--- src/rtl/core/ball_rk4_bounce_step_assert.svh ---
// Assertion macros used by the ball step sequencer.
// Pure text macros; no dependencies.
`ifndef BALL_RK4_BOUNCE_STEP_ASSERT_SVH
`define BALL_RK4_BOUNCE_STEP_ASSERT_SVH

// Same-cycle implication, disabled during reset
`define BRBS_ASSERT_IMP(lbl, ck, rn, ante, cons) \
  lbl: assert property (@(posedge ck) disable iff (!(rn)) (ante) |-> (cons)) \
    else $error("brbs assertion failed");

// Next-cycle implication, disabled during reset
`define BRBS_ASSERT_NXT(lbl, ck, rn, ante, cons) \
  lbl: assert property (@(posedge ck) disable iff (!(rn)) (ante) |=> (cons)) \
    else $error("brbs assertion failed");

`endif

--- src/rtl/core/brbs_pkg.sv ---
// Types, constants and rounding helpers for the ball step block.
// No dependencies.
`default_nettype none

package brbs_pkg;

  // fixed-point formats
  localparam int FRAC_BITS = 8;
  localparam int POS_W     = 20;
  localparam int VEL_W     = 24;
  localparam int DT_W      = 11;
  localparam int WP_W      = 24;   // working position, signed
  localparam int WV_W      = 26;   // working velocity / acceleration, signed
  localparam int ACC_W     = 28;   // RK4 weighted sums
  localparam int T_W       = 20;   // scaled quotient before the divide by six
  localparam int FD_W      = 20;   // friction step

  // shared multiplier operand widths
  localparam int MA_W = 28;
  localparam int MB_W = 19;
  localparam int PR_W = MA_W + MB_W;

  // physics constants
  localparam int GRAV_FX  = 980 * (2 ** FRAC_BITS);
  localparam int FRIC_FX  = 500 * (2 ** FRAC_BITS);
  localparam int DRAG_Q16 = 6554;
  localparam int DAMP_Q16 = 45875;

  // divide by 6*2^20: add 3*2^20 (half the divisor), shift right by 20, then multiply by floor(2^20/6)
  localparam int DIV_SH   = 20;
  localparam int DIV_HALF = 3 * (2 ** DIV_SH);
  localparam int RECIP6   = (2 ** DIV_SH) / 6;

  localparam int POS_MAX = (2 ** POS_W) - 1;
  localparam int VEL_MAX = (2 ** (VEL_W - 1)) - 1;
  localparam int VEL_MIN = -(2 ** (VEL_W - 1));

  // command codes
  localparam logic CMD_STEP = 1'b0;
  localparam logic CMD_LOAD = 1'b1;

  // micro-operations, each one multiply plus writeback
  typedef enum logic [4:0] {
    U_K1, U_V2, U_K2, U_V3, U_K3, U_V4, U_K4,
    U_PT, U_PQ, U_VT, U_VQ,
    U_FD, U_FLR, U_CEIL, U_LEFT, U_RIGHT
  } uop_t;

  typedef enum logic [1:0] {RND_Q16, RND_Q20, RND_Q21} rnd_t;

  // sequencer to datapath control
  typedef struct packed {
    logic in_ready;
    logic out_valid;
    logic start;
    logic load;
    logic issue;
    logic wb;
    logic axis;
    uop_t uop;
  } ctrl_t;

  // signed shift right, rounded half away from zero
  function automatic logic signed [PR_W-1:0] rnd_shr(input logic signed [PR_W-1:0] p,
                                                     input rnd_t kind);
    logic [PR_W-1:0] mag;
    logic [PR_W-1:0] q;
    mag = p[PR_W-1] ? PR_W'(-p) : PR_W'(p);
    case (kind)
      RND_Q16: q = (mag + (PR_W'(1) << 15)) >> 16;
      RND_Q20: q = (mag + (PR_W'(1) << 19)) >> 20;
      RND_Q21: q = (mag + (PR_W'(1) << 20)) >> 21;
      default: q = '0;
    endcase
    rnd_shr = p[PR_W-1] ? -$signed(q) : $signed(q);
  endfunction

  function automatic logic signed [VEL_W-1:0] sat_vel(input logic signed [WV_W-1:0] v);
    if (v > WV_W'(VEL_MAX)) begin
      sat_vel = VEL_W'(VEL_MAX);
    end else if (v < WV_W'(VEL_MIN)) begin
      sat_vel = VEL_W'(VEL_MIN);
    end else begin
      sat_vel = VEL_W'(v);
    end
  endfunction

  function automatic logic [POS_W-1:0] sat_pos(input logic signed [WP_W-1:0] p);
    if (p < 0) begin
      sat_pos = '0;
    end else if (p > WP_W'(POS_MAX)) begin
      sat_pos = POS_W'(POS_MAX);
    end else begin
      sat_pos = POS_W'(p);
    end
  endfunction

endpackage

`default_nettype wire

--- src/rtl/core/brbs_mul.sv ---
// Shared signed multiplier with registered product.
// Depends on brbs_pkg.
`default_nettype none

module brbs_mul (
  input  wire                                  clk,
  input  wire                                  en,
  input  wire  logic signed [brbs_pkg::MA_W-1:0] op_a,
  input  wire  logic signed [brbs_pkg::MB_W-1:0] op_b,
  output logic signed [brbs_pkg::PR_W-1:0]     prod_r
);
  import brbs_pkg::*;

  logic signed [PR_W-1:0] prod_nxt;

  // one product per issue cycle
  assign prod_nxt = PR_W'(op_a) * PR_W'(op_b);

  always_ff @(posedge clk) begin
    if (en) begin
      prod_r <= prod_nxt;
    end
  end

endmodule

`default_nettype wire

--- src/rtl/core/brbs_seq.sv ---
// Sequencer: request handshake and micro-operation order for one step.
// Depends on brbs_pkg and ball_rk4_bounce_step_assert.svh.
`default_nettype none
`include "ball_rk4_bounce_step_assert.svh"

module brbs_seq (
  input  wire               clk,
  input  wire               rst_n,
  input  wire               in_valid,
  input  wire               in_cmd,
  input  wire               out_ready,
  output brbs_pkg::ctrl_t   ctl
);
  import brbs_pkg::*;

  typedef enum logic [3:0] {
    S_IDLE  = 4'b0001,
    S_ISSUE = 4'b0010,
    S_WB    = 4'b0100,
    S_OUT   = 4'b1000
  } state_t;

  state_t state_r, state_nxt;
  uop_t   uop_r, uop_nxt;
  logic   axis_r, axis_nxt;

  // next state and micro-op
  always_comb begin
    state_nxt = state_r;
    uop_nxt   = uop_r;
    axis_nxt  = axis_r;
    case (state_r)
      S_IDLE: begin
        if (in_valid) begin
          if (in_cmd == CMD_LOAD) begin
            state_nxt = S_OUT;
          end else begin
            state_nxt = S_ISSUE;
            uop_nxt   = U_K1;
            axis_nxt  = 1'b0;
          end
        end
      end
      S_ISSUE: state_nxt = S_WB;
      S_WB: begin
        if (uop_r == U_RIGHT) begin
          state_nxt = S_OUT;
        end else if (uop_r == U_VQ && !axis_r) begin
          state_nxt = S_ISSUE;
          uop_nxt   = U_K1;
          axis_nxt  = 1'b1;
        end else begin
          state_nxt = S_ISSUE;
          uop_nxt   = uop_t'(uop_r + 5'd1);
        end
      end
      S_OUT: begin
        if (out_ready) begin
          state_nxt = S_IDLE;
        end
      end
      default: state_nxt = S_IDLE;
    endcase
  end

  always_ff @(posedge clk) begin
    if (!rst_n) begin
      state_r <= S_IDLE;
      uop_r   <= U_K1;
      axis_r  <= 1'b0;
    end else begin
      state_r <= state_nxt;
      uop_r   <= uop_nxt;
      axis_r  <= axis_nxt;
    end
  end

  // control outputs
  always_comb begin
    ctl.in_ready  = (state_r == S_IDLE);
    ctl.out_valid = (state_r == S_OUT);
    ctl.start     = (state_r == S_IDLE) && in_valid && (in_cmd == CMD_STEP);
    ctl.load      = (state_r == S_IDLE) && in_valid && (in_cmd == CMD_LOAD);
    ctl.issue     = (state_r == S_ISSUE);
    ctl.wb        = (state_r == S_WB);
    ctl.axis      = axis_r;
    ctl.uop       = uop_r;
  end

  `BRBS_ASSERT_IMP(a_idle_excl, clk, rst_n, ctl.in_ready, !ctl.out_valid && !ctl.wb)
  `BRBS_ASSERT_NXT(a_load_out, clk, rst_n, ctl.load, ctl.out_valid)
  `BRBS_ASSERT_NXT(a_start_k1, clk, rst_n, ctl.start, ctl.issue && ctl.uop == U_K1 && !ctl.axis)
  `BRBS_ASSERT_NXT(a_issue_wb, clk, rst_n, ctl.issue, ctl.wb)

endmodule

`default_nettype wire

--- src/rtl/core/ball_rk4_bounce_step.sv ---
// Top level: one ball advanced by RK4 with drag, gravity and wall bounces.
// Depends on brbs_pkg, brbs_mul, brbs_seq.
//
//   Channel | Dir | Ports                                  | Handshake
//   --------+-----+----------------------------------------+-----------------
//   in      | in  | in_tvalid/in_tready, in_tdata, in_tuser | valid & ready
//   out     | out | out_tvalid/out_tready, out_tdata       | valid & ready
//   cfg     | in  | cfg_valid/cfg_ready, cfg_index, cfg_data| valid & ready
//
// A step request runs 27 micro-operations from accept to result on the
// one shared 28x19 multiplier, each an issue state followed by a writeback state.
// A load request shows its result the cycle after accept.
// in_tready is high only while idle; the result holds until out_tready.
// rst_n is synchronous; reset loads the documented register and state values.
// cfg_ready is always high.
`default_nettype none

module ball_rk4_bounce_step (
  input  wire          clk,
  input  wire          rst_n,
  input  wire          in_tvalid,
  output logic         in_tready,
  input  wire  [15:0]  in_tdata,    // [10:0] step_time, rest zero
  input  wire  [0:0]   in_tuser,    // [0] cmd
  output logic         out_tvalid,
  input  wire          out_tready,
  output logic [95:0]  out_tdata,   // pos_x_out, pos_y_out, vel_x_out, vel_y_out,
                                    // hit_floor, hit_ceiling, hit_left, hit_right, pad
  input  wire          cfg_valid,
  output logic         cfg_ready,
  input  wire  [2:0]   cfg_index,
  input  wire  [23:0]  cfg_data
);
  import brbs_pkg::*;

  localparam logic [2:0] CFG_WIDTH  = 3'd0;
  localparam logic [2:0] CFG_HEIGHT = 3'd1;
  localparam logic [2:0] CFG_RADIUS = 3'd2;
  localparam logic [2:0] CFG_IX     = 3'd3;
  localparam logic [2:0] CFG_IY     = 3'd4;
  localparam logic [2:0] CFG_IVX    = 3'd5;
  localparam logic [2:0] CFG_IVY    = 3'd6;

  ctrl_t ctl;

  // configuration registers
  logic [11:0]              aw_r, ah_r;
  logic [10:0]              rad_r;
  logic [POS_W-1:0]         ix_r, iy_r;
  logic signed [VEL_W-1:0]  ivx_r, ivy_r;

  // architectural state and result flags
  logic [POS_W-1:0]         pos_x_r, pos_x_nxt, pos_y_r, pos_y_nxt;
  logic signed [VEL_W-1:0]  vel_x_r, vel_x_nxt, vel_y_r, vel_y_nxt;
  logic                     hf_r, hf_nxt, hc_r, hc_nxt, hl_r, hl_nxt, hr_r, hr_nxt;

  // working registers
  logic [DT_W-1:0]          dt_r, dt_nxt;
  logic signed [WP_W-1:0]   px_r, px_nxt, py_r, py_nxt;
  logic signed [WV_W-1:0]   v1_r, v1_nxt, vcur_r, vcur_nxt, k_r, k_nxt;
  logic signed [ACC_W-1:0]  kacc_r, kacc_nxt, vacc_r, vacc_nxt;
  logic [T_W-1:0]           t_r, t_nxt;
  logic                     neg_r, neg_nxt;
  logic [FD_W-1:0]          fd_r, fd_nxt;

  // multiplier
  logic signed [MA_W-1:0]   op_a;
  logic signed [MB_W-1:0]   op_b;
  logic signed [MB_W-1:0]   dt_b;
  logic signed [PR_W-1:0]   prod_r;

  // writeback helpers
  logic signed [PR_W-1:0]   rq16, rq20, rq21;
  logic [PR_W-1:0]          pmag;
  logic signed [WV_W-1:0]   knew, vm20, vm21, vsum;
  logic [T_W-1:0]           q0, qc;
  logic [T_W+1:0]           six_q, rem;
  logic signed [T_W:0]      dq;
  logic signed [WP_W-1:0]   r_fx, w_fx, h_fx, px_fin;
  logic                     floor_hit, ceil_hit, left_hit, right_hit;
  logic signed [VEL_W-1:0]  bnc, fric;
  logic [VEL_W:0]           vx_mag;

  assign cfg_ready  = 1'b1;
  assign in_tready  = ctl.in_ready;
  assign out_tvalid = ctl.out_valid;
  assign out_tdata  = {4'b0, hr_r, hl_r, hc_r, hf_r, vel_y_r, vel_x_r, pos_y_r, pos_x_r};

  brbs_seq u_seq (
    .clk       (clk),
    .rst_n     (rst_n),
    .in_valid  (in_tvalid),
    .in_cmd    (in_tuser[0]),
    .out_ready (out_tready),
    .ctl       (ctl)
  );

  brbs_mul u_mul (
    .clk    (clk),
    .en     (ctl.issue),
    .op_a   (op_a),
    .op_b   (op_b),
    .prod_r (prod_r)
  );

  // operand select per micro-op
  assign dt_b = $signed(MB_W'(dt_r));

  always_comb begin
    op_a = '0;
    op_b = '0;
    case (ctl.uop)
      U_K1, U_K2, U_K3, U_K4: begin
        op_a = MA_W'(vcur_r);
        op_b = MB_W'(DRAG_Q16);
      end
      U_V2, U_V3, U_V4: begin
        op_a = MA_W'(k_r);
        op_b = dt_b;
      end
      U_PT: begin
        op_a = vacc_r;
        op_b = dt_b;
      end
      U_VT: begin
        op_a = kacc_r;
        op_b = dt_b;
      end
      U_PQ, U_VQ: begin
        op_a = $signed(MA_W'(t_r));
        op_b = MB_W'(RECIP6);
      end
      U_FD: begin
        op_a = MA_W'(FRIC_FX);
        op_b = dt_b;
      end
      U_FLR, U_CEIL: begin
        op_a = MA_W'(vel_y_r);
        op_b = MB_W'(DAMP_Q16);
      end
      U_LEFT, U_RIGHT: begin
        op_a = MA_W'(vel_x_r);
        op_b = MB_W'(DAMP_Q16);
      end
      default: begin
        op_a = '0;
        op_b = '0;
      end
    endcase
  end

  // rounding of the product
  assign rq16 = rnd_shr(prod_r, RND_Q16);
  assign rq20 = rnd_shr(prod_r, RND_Q20);
  assign rq21 = rnd_shr(prod_r, RND_Q21);
  assign pmag = prod_r[PR_W-1] ? PR_W'(-prod_r) : PR_W'(prod_r);

  // acceleration and RK4 midpoint and endpoint velocities
  assign knew = (ctl.axis ? WV_W'(GRAV_FX) : WV_W'(0)) - WV_W'(rq16);
  assign vm21 = v1_r + WV_W'(rq21);
  assign vm20 = v1_r + WV_W'(rq20);

  // quotient by six with one correction step
  assign q0    = prod_r[DIV_SH +: T_W];
  assign six_q = {q0, 2'b00} + {1'b0, q0, 1'b0};
  assign rem   = {2'b00, t_r} - six_q;
  assign qc    = (rem >= (T_W+2)'(6)) ? q0 + T_W'(1) : q0;
  assign dq    = neg_r ? -$signed({1'b0, qc}) : $signed({1'b0, qc});
  assign vsum  = v1_r + WV_W'(dq);

  // wall geometry in fixed point
  assign r_fx = $signed(WP_W'(rad_r) << FRAC_BITS);
  assign w_fx = $signed(WP_W'(aw_r) << FRAC_BITS);
  assign h_fx = $signed(WP_W'(ah_r) << FRAC_BITS);

  assign floor_hit = (py_r + r_fx) > h_fx;
  assign ceil_hit  = (py_r - r_fx) < 0;
  assign left_hit  = (px_r - r_fx) < 0;
  assign right_hit = (px_r + r_fx) > w_fx;
  assign px_fin    = right_hit ? (w_fx - r_fx) : px_r;

  // bounce and ground friction
  assign bnc    = VEL_W'(-rq16);
  assign vx_mag = vel_x_r[VEL_W-1] ? (VEL_W+1)'(-vel_x_r) : (VEL_W+1)'(vel_x_r);
  always_comb begin
    if (vx_mag < (VEL_W+1)'(fd_r)) begin
      fric = '0;
    end else if (vel_x_r > 0) begin
      fric = vel_x_r - $signed(VEL_W'(fd_r));
    end else begin
      fric = vel_x_r + $signed(VEL_W'(fd_r));
    end
  end

  // datapath next values
  always_comb begin
    pos_x_nxt = pos_x_r;
    pos_y_nxt = pos_y_r;
    vel_x_nxt = vel_x_r;
    vel_y_nxt = vel_y_r;
    hf_nxt    = hf_r;
    hc_nxt    = hc_r;
    hl_nxt    = hl_r;
    hr_nxt    = hr_r;
    dt_nxt    = dt_r;
    px_nxt    = px_r;
    py_nxt    = py_r;
    v1_nxt    = v1_r;
    vcur_nxt  = vcur_r;
    k_nxt     = k_r;
    kacc_nxt  = kacc_r;
    vacc_nxt  = vacc_r;
    t_nxt     = t_r;
    neg_nxt   = neg_r;
    fd_nxt    = fd_r;

    if (ctl.load) begin
      pos_x_nxt = ix_r;
      pos_y_nxt = iy_r;
      vel_x_nxt = ivx_r;
      vel_y_nxt = ivy_r;
      hf_nxt    = 1'b0;
      hc_nxt    = 1'b0;
      hl_nxt    = 1'b0;
      hr_nxt    = 1'b0;
    end else if (ctl.start) begin
      dt_nxt   = in_tdata[DT_W-1:0];
      px_nxt   = WP_W'(pos_x_r);
      py_nxt   = WP_W'(pos_y_r);
      v1_nxt   = WV_W'(vel_x_r);
      vcur_nxt = WV_W'(vel_x_r);
      hf_nxt   = 1'b0;
      hc_nxt   = 1'b0;
      hl_nxt   = 1'b0;
      hr_nxt   = 1'b0;
    end else if (ctl.wb) begin
      case (ctl.uop)
        U_K1: begin
          k_nxt    = knew;
          kacc_nxt = ACC_W'(knew);
          vacc_nxt = ACC_W'(v1_r);
        end
        U_K2, U_K3: begin
          k_nxt    = knew;
          kacc_nxt = kacc_r + (ACC_W'(knew) <<< 1);
        end
        U_K4: kacc_nxt = kacc_r + ACC_W'(knew);
        U_V2, U_V3: begin
          vcur_nxt = vm21;
          vacc_nxt = vacc_r + (ACC_W'(vm21) <<< 1);
        end
        U_V4: begin
          vcur_nxt = vm20;
          vacc_nxt = vacc_r + ACC_W'(vm20);
        end
        U_PT, U_VT: begin
          neg_nxt = prod_r[PR_W-1];
          t_nxt   = T_W'((pmag + PR_W'(DIV_HALF)) >> DIV_SH);
        end
        U_PQ: begin
          if (ctl.axis) begin
            py_nxt = py_r + WP_W'(dq);
          end else begin
            px_nxt = px_r + WP_W'(dq);
          end
        end
        U_VQ: begin
          if (ctl.axis) begin
            vel_y_nxt = sat_vel(vsum);
          end else begin
            vel_x_nxt = sat_vel(vsum);
            v1_nxt    = WV_W'(vel_y_r);
            vcur_nxt  = WV_W'(vel_y_r);
          end
        end
        U_FD: fd_nxt = FD_W'(rq20);
        U_FLR: begin
          if (floor_hit) begin
            hf_nxt    = 1'b1;
            py_nxt    = h_fx - r_fx;
            vel_y_nxt = bnc;
            vel_x_nxt = fric;
          end
        end
        U_CEIL: begin
          if (ceil_hit) begin
            hc_nxt    = 1'b1;
            py_nxt    = r_fx;
            vel_y_nxt = bnc;
          end
        end
        U_LEFT: begin
          if (left_hit) begin
            hl_nxt    = 1'b1;
            px_nxt    = r_fx;
            vel_x_nxt = bnc;
          end
        end
        U_RIGHT: begin
          if (right_hit) begin
            hr_nxt    = 1'b1;
            vel_x_nxt = bnc;
          end
          px_nxt    = px_fin;
          pos_x_nxt = sat_pos(px_fin);
          pos_y_nxt = sat_pos(py_r);
        end
        default: k_nxt = k_r;
      endcase
    end
  end

  // state and configuration registers
  always_ff @(posedge clk) begin
    if (!rst_n) begin
      aw_r    <= 12'd800;
      ah_r    <= 12'd600;
      rad_r   <= 11'd10;
      ix_r    <= POS_W'(102400);
      iy_r    <= POS_W'(76800);
      ivx_r   <= '0;
      ivy_r   <= '0;
      pos_x_r <= POS_W'(102400);
      pos_y_r <= POS_W'(76800);
      vel_x_r <= '0;
      vel_y_r <= '0;
      hf_r    <= 1'b0;
      hc_r    <= 1'b0;
      hl_r    <= 1'b0;
      hr_r    <= 1'b0;
    end else begin
      if (cfg_valid && cfg_ready) begin
        case (cfg_index)
          CFG_WIDTH:  aw_r  <= cfg_data[11:0];
          CFG_HEIGHT: ah_r  <= cfg_data[11:0];
          CFG_RADIUS: rad_r <= cfg_data[10:0];
          CFG_IX:     ix_r  <= cfg_data[POS_W-1:0];
          CFG_IY:     iy_r  <= cfg_data[POS_W-1:0];
          CFG_IVX:    ivx_r <= $signed(cfg_data[VEL_W-1:0]);
          CFG_IVY:    ivy_r <= $signed(cfg_data[VEL_W-1:0]);
          default:    aw_r  <= aw_r;
        endcase
      end
      pos_x_r <= pos_x_nxt;
      pos_y_r <= pos_y_nxt;
      vel_x_r <= vel_x_nxt;
      vel_y_r <= vel_y_nxt;
      hf_r    <= hf_nxt;
      hc_r    <= hc_nxt;
      hl_r    <= hl_nxt;
      hr_r    <= hr_nxt;
    end
  end

  // working registers, no reset
  always_ff @(posedge clk) begin
    dt_r   <= dt_nxt;
    px_r   <= px_nxt;
    py_r   <= py_nxt;
    v1_r   <= v1_nxt;
    vcur_r <= vcur_nxt;
    k_r    <= k_nxt;
    kacc_r <= kacc_nxt;
    vacc_r <= vacc_nxt;
    t_r    <= t_nxt;
    neg_r  <= neg_nxt;
    fd_r   <= fd_nxt;
  end

endmodule

`default_nettype wire
--- config.mk ---
export PLATFORM = sky130hd
export DESIGN_NAME = ball_rk4_bounce_step
export DESIGN_NICKNAME = d
export VERILOG_FILES = /design/src/rtl/core/brbs_pkg.sv /design/src/rtl/core/brbs_mul.sv /design/src/rtl/core/brbs_seq.sv /design/src/rtl/core/ball_rk4_bounce_step.sv
export VERILOG_INCLUDE_DIRS = /design/src /design/src/rtl/core
export SDC_FILE = /design/constraint.sdc
export NUM_CORES = 2
export LEC_CHECK = 0
export ABC_AREA = 0
export BUFFER_PORTS_ARGS = -buffer_cell sky130_fd_sc_hd__buf_2
export CORE_ASPECT_RATIO = 1.1
export CORE_MARGIN = 2
export CORE_UTILIZATION = 65
export CTS_CLUSTER_DIAMETER = 100
export DETAILED_ROUTE_END_ITERATION = 12
export PLACE_DENSITY = 0.82
export SLEW_MARGIN = 20
export SYNTH_ARGS = -nofsm -noshare
export SYNTH_HDL_FRONTEND = slang
export SYNTH_SLANG_ARGS = --single-unit
export TNS_END_PERCENT = 50
--- constraint.sdc ---
create_clock -name clk -period 15.9 [get_ports clk]
set_clock_uncertainty 0.1 [all_clocks]
set_input_delay 2.385 -clock clk [delete_from_list [all_inputs] [get_ports clk]]
set_output_delay 2.385 -clock clk [all_outputs]
set_load 0.02 [all_outputs]
==> flow_results.org <==
** CTS
- Hold Buf Count CTS :: 0
- TritonCTS clock tree :: done
- Clock Root Buffer :: sky130_fd_sc_hd__clkbuf_16
- The clock passes through at most 3 buffers.
- Clock latency at the later pin of the worst-skew pair :: 0.75 ns
- Clock tree synthesis found a total of ~500 sinks.
- Post_cts resized :: 0
- # H-tree levels :: 2
- After clock tree synthesis, the clock-pin slew on the worst setup and hold paths is ~0.070 ns.
- Counting the buffers created by CTS gives 60.
- Number of buffers added for setup after CTS :: 0

** Die
- Die area :: 97,980 um2
- Once the floorplan was initialized, standard cells occupied about two thirds of the core.
- In this run the count of I/O pins placed on the die edge is around 150.
- Floorplan core area :: roughly 94,000 um2
- Die Wd :: ~300 um
- In this run the core area contains 118 standard-cell rows.
- In this run the vertical extent of the chip is roughly 330 um.

** Logic synthesis
- Gate count after technology mapping :: between 7,000 and 8,000
- For this run, the leading register cell type out of synthesis is sky130_fd_sc_hd__edfxtp_1.
- Of the total synthesized cell area, the portion taken by full adders, half adders and majority gates is between 20% and 30%.
- The mapped netlist covers between 60,000 and 70,000 um2.
- Summed over its instances, the top area cell type makes up ~15% of the synthesized netlist area.
- Mean instance size in the synthesized netlist :: 8.313 um2
- In the synthesized netlist the async set-or-reset flop fraction comes to 0%.
- Of the total synthesized cell area, the portion taken by AND, OR, NAND and NOR gates is 19.08%.
- Number of synthesis warnings :: 0
- Complex-gate fraction of the synthesized area :: between 10% and 20%
- Most frequent cells after synthesis :: 1,089 x sky130_fd_sc_hd__nand2_1, 758 x sky130_fd_sc_hd__inv_1, 585 x sky130_fd_sc_hd__ha_1
- Sequential cells were found to cover approximately 21% of the synthesized design area.
- Synth area leader :: sky130_fd_sc_hd__fa_1
- Xor and xnor fraction of the mapped netlist area :: roughly 8.5%
- Top area cells in the synthesized netlist :: sky130_fd_sc_hd__fa_1 15%, sky130_fd_sc_hd__edfxtp_1 13%, sky130_fd_sc_hd__ha_1 12%
- Yosys mapped the design onto 110 distinct sky130hd cell types.
- Multiplexer share of the synthesized area :: less than 1%
- Yosys mapped a number of flops with a built-in enable equal to roughly 280.
- Flop and latch count out of synthesis :: just over 500
- Most numerous cell in the Yosys netlist :: sky130_fd_sc_hd__nand2_1
- After synthesis, the largest family of logic cells by area is adder cells.

** Run status
- Outcome :: finished, final reports clean

** STA
- Setup repair after global routing left no endpoint under its margin.
- The final number of max-transition violations is 0.
- The final critical path takes up approximately three quarters of the cycle.
- Final-report setup violation count :: 0
- Post-route setup TNS :: 0 ns
- Headroom to the max-slew limit came out at 15.25%.
- The final number of hold-violating endpoints was 0.
- For the pin with the worst max-slew slack, the measured transition is ~1.3 ns.
- Fmax achieved :: 82.69 MHz
- Period minus WS final :: about 12 ns

** Global routing
- The number of antenna violations at the first check in global routing is 13.
- Largest net degree at the start of global routing :: 84
- Number of global-route vias before repair :: 57,070
- For this run the aggregate overflow at the end of global routing stands at 0.
- Global-route wire length before repair :: roughly 350 mm
- In the global route stage, overall resource usage came out at approximately half.

** Cells and area
- The layout has 7,512 filler cells.
- In the final design database the tool counted about 8,600 nets.
- Compared with the post-synthesis result, the final layout area differs by 7.543%.
- Layout cell share with drive strength beyond 1 :: 7.321%

** Detailed routing
- After detailed routing, the number of remaining DRC violations is 0.
- Number of DRC violations after detailed-routing iteration 0 :: approximately 7,700
- For this block, the via count after detailed routing is 59,430.
- Detailed-route wire length per cell :: 27.19 um
- The first detailed-routing pass ran for 9 iterations.
- Antenna-violating nets left :: 0
- Wires add up to between 200 and 250 mm.
- Detail-routed via count per cell :: ~6.7

** Setup path
- Along the worst path, the maximum fanout reaches 15.
- Endpoint required time on the critical path :: between 15 and 20 ns
- Critical Path End Type :: flip-flop
- Critical Path Start Type :: flip-flop
- The setup path with the least slack is of type flip-flop to flip-flop.
- Data on the critical path arrives at its endpoint at about 12 ns.
- On the worst path, the slowest cell contributes a delay of just under 0.9 ns.
- The largest individual stage delay along the critical path comes from the cell sky130_fd_sc_hd__nor2_1.

** Place
- During placement, the flow inserted port buffers numbering roughly 140.
- Detailed placement finished with a half-perimeter wire length of ~180 mm.
- The congestion estimate from routability-driven global placement came to about 1.1.

** Run
- Across the run, the number of max-cap violations was 0.

** Hold path
- Class of the most critical hold timing path :: flip-flop to flip-flop
==> routing by layer <==
metal,up-vias,track usage (%),wire length [um]
met5,-,0,117
met4,14,37.15,23070
met3,1056,13.32,30230
met2,3831,71.13,101100
met1,28560,59.98,85820
li1,25980,-,-
==> cells in the final DEF (no fill, tap or decap), types with 79 or more instances in the layout <==
master / synthesis / final
sky130_fd_sc_hd__a31oi_1: 106 / 106
sky130_fd_sc_hd__buf_4: 10 / 176
sky130_fd_sc_hd__o21ai_0: 299 / 298
sky130_fd_sc_hd__edfxtp_1: 279 / 279
sky130_fd_sc_hd__dfxtp_1: 225 / 225
sky130_fd_sc_hd__xor2_1: 170 / 169
sky130_fd_sc_hd__a21o_1: 128 / 128
sky130_fd_sc_hd__nand3_1: 185 / 182
sky130_fd_sc_hd__a21oi_1: 435 / 432
sky130_fd_sc_hd__a22oi_1: 79 / 79
sky130_fd_sc_hd__ha_1: 585 / 585
sky130_fd_sc_hd__nor2_1: 499 / 491
sky130_fd_sc_hd__xnor2_1: 421 / 419
sky130_fd_sc_hd__fa_1: 464 / 464
sky130_fd_sc_hd__nor2b_1: 82 / 82
sky130_fd_sc_hd__nand2_1: 1089 / 1088
sky130_fd_sc_hd__inv_1: 758 / 757
sky130_fd_sc_hd__buf_2: 11 / 137
sky130_fd_sc_hd__nand2b_1: 85 / 85
sky130_fd_sc_hd__nor3_1: 159 / 155
==> kinds of logic (layout without fill, tap and decap cells) <==
kind of cell             count (synthesis)  after routing
multiplexers                            23             23
other                                    2             19
adder cells (fa/ha/maj)               1049           1049
flip-flops                             504            504
buffers and inverters                 1093           1190
XOR/XNOR                               597            597
AO/OA/AOI/OAI                         1654           1654
AND/OR/NAND/NOR                       2545           2545
==> worst paths after layout <==
kind                  start                to  slack (ns)  cells after the start
max          u_seq.uop_r[0]  u_mul.prod_r[44]        3.81                     34
min                ivx_r[7]        vel_x_r[7]        0.35                      2
max reg2reg  u_seq.uop_r[0]  u_mul.prod_r[44]        3.81                     34
min reg2reg        ivx_r[7]        vel_x_r[7]        0.35                      2
==> worst max-delay path: cells and delay by family (launching register included) <==
kind / cells / cell delay [ns]
xor+xnor: 1 / 0.08
flops: 1 / 0.43
buf+inv: 6 / 0.62
compound gates: 10 / 3.77
simple gates: 9 / 3.38
fa+ha+maj: 8 / 3.39
==> area by class of cell <==
cell class / count / area (um2) / share of cell area, %
antenna: 14 / 35.03 / 0.05248
tap: 1260 / 1577 / 2.362
timing repair buffer: 313 / 2007 / 3.007
clock inverter: 36 / 446.7 / 0.6692
multi-input combinational: 5873 / 45220 / 67.75
sequential: 504 / 12880 / 19.30
clock buffer: 76 / 1705 / 2.555
inverter: 765 / 2874 / 4.306
==> state kept, by name, summed over array words and instances (netlist names), 20 cells and up <==
register,count
fd_r,20
ivx_r,24
ivy_r,24
ix_r,20
iy_r,20
k_r,26
kacc_r,28
pos_x_r,20
pos_y_r,20
px_r,24
py_r,24
t_r,20
u_mul.prod_r,47
v1_r,24
vacc_r,28
vcur_r,26
vel_x_r,24
vel_y_r,24
==> stage by stage <==
step                util [%]  cells  hold WS [ns]  cell area (um2)  setup WS, ns
floorplan                  -   7470        0.3322            62080         5.214
global placement       68.39   8715        0.3414            64520         4.599
detailed placement     68.39   8715        0.3465            64520         4.382
CTS                    70.67   8827        0.3559            66680         4.245
global route           70.72   8827        0.3727            66720         3.469
finish                 70.75   8841        0.3537            66750         3.807
Power is left out: the tool's default activity adds up to more than one toggle a clock period on the data nets, which glitch-free logic cannot reach.
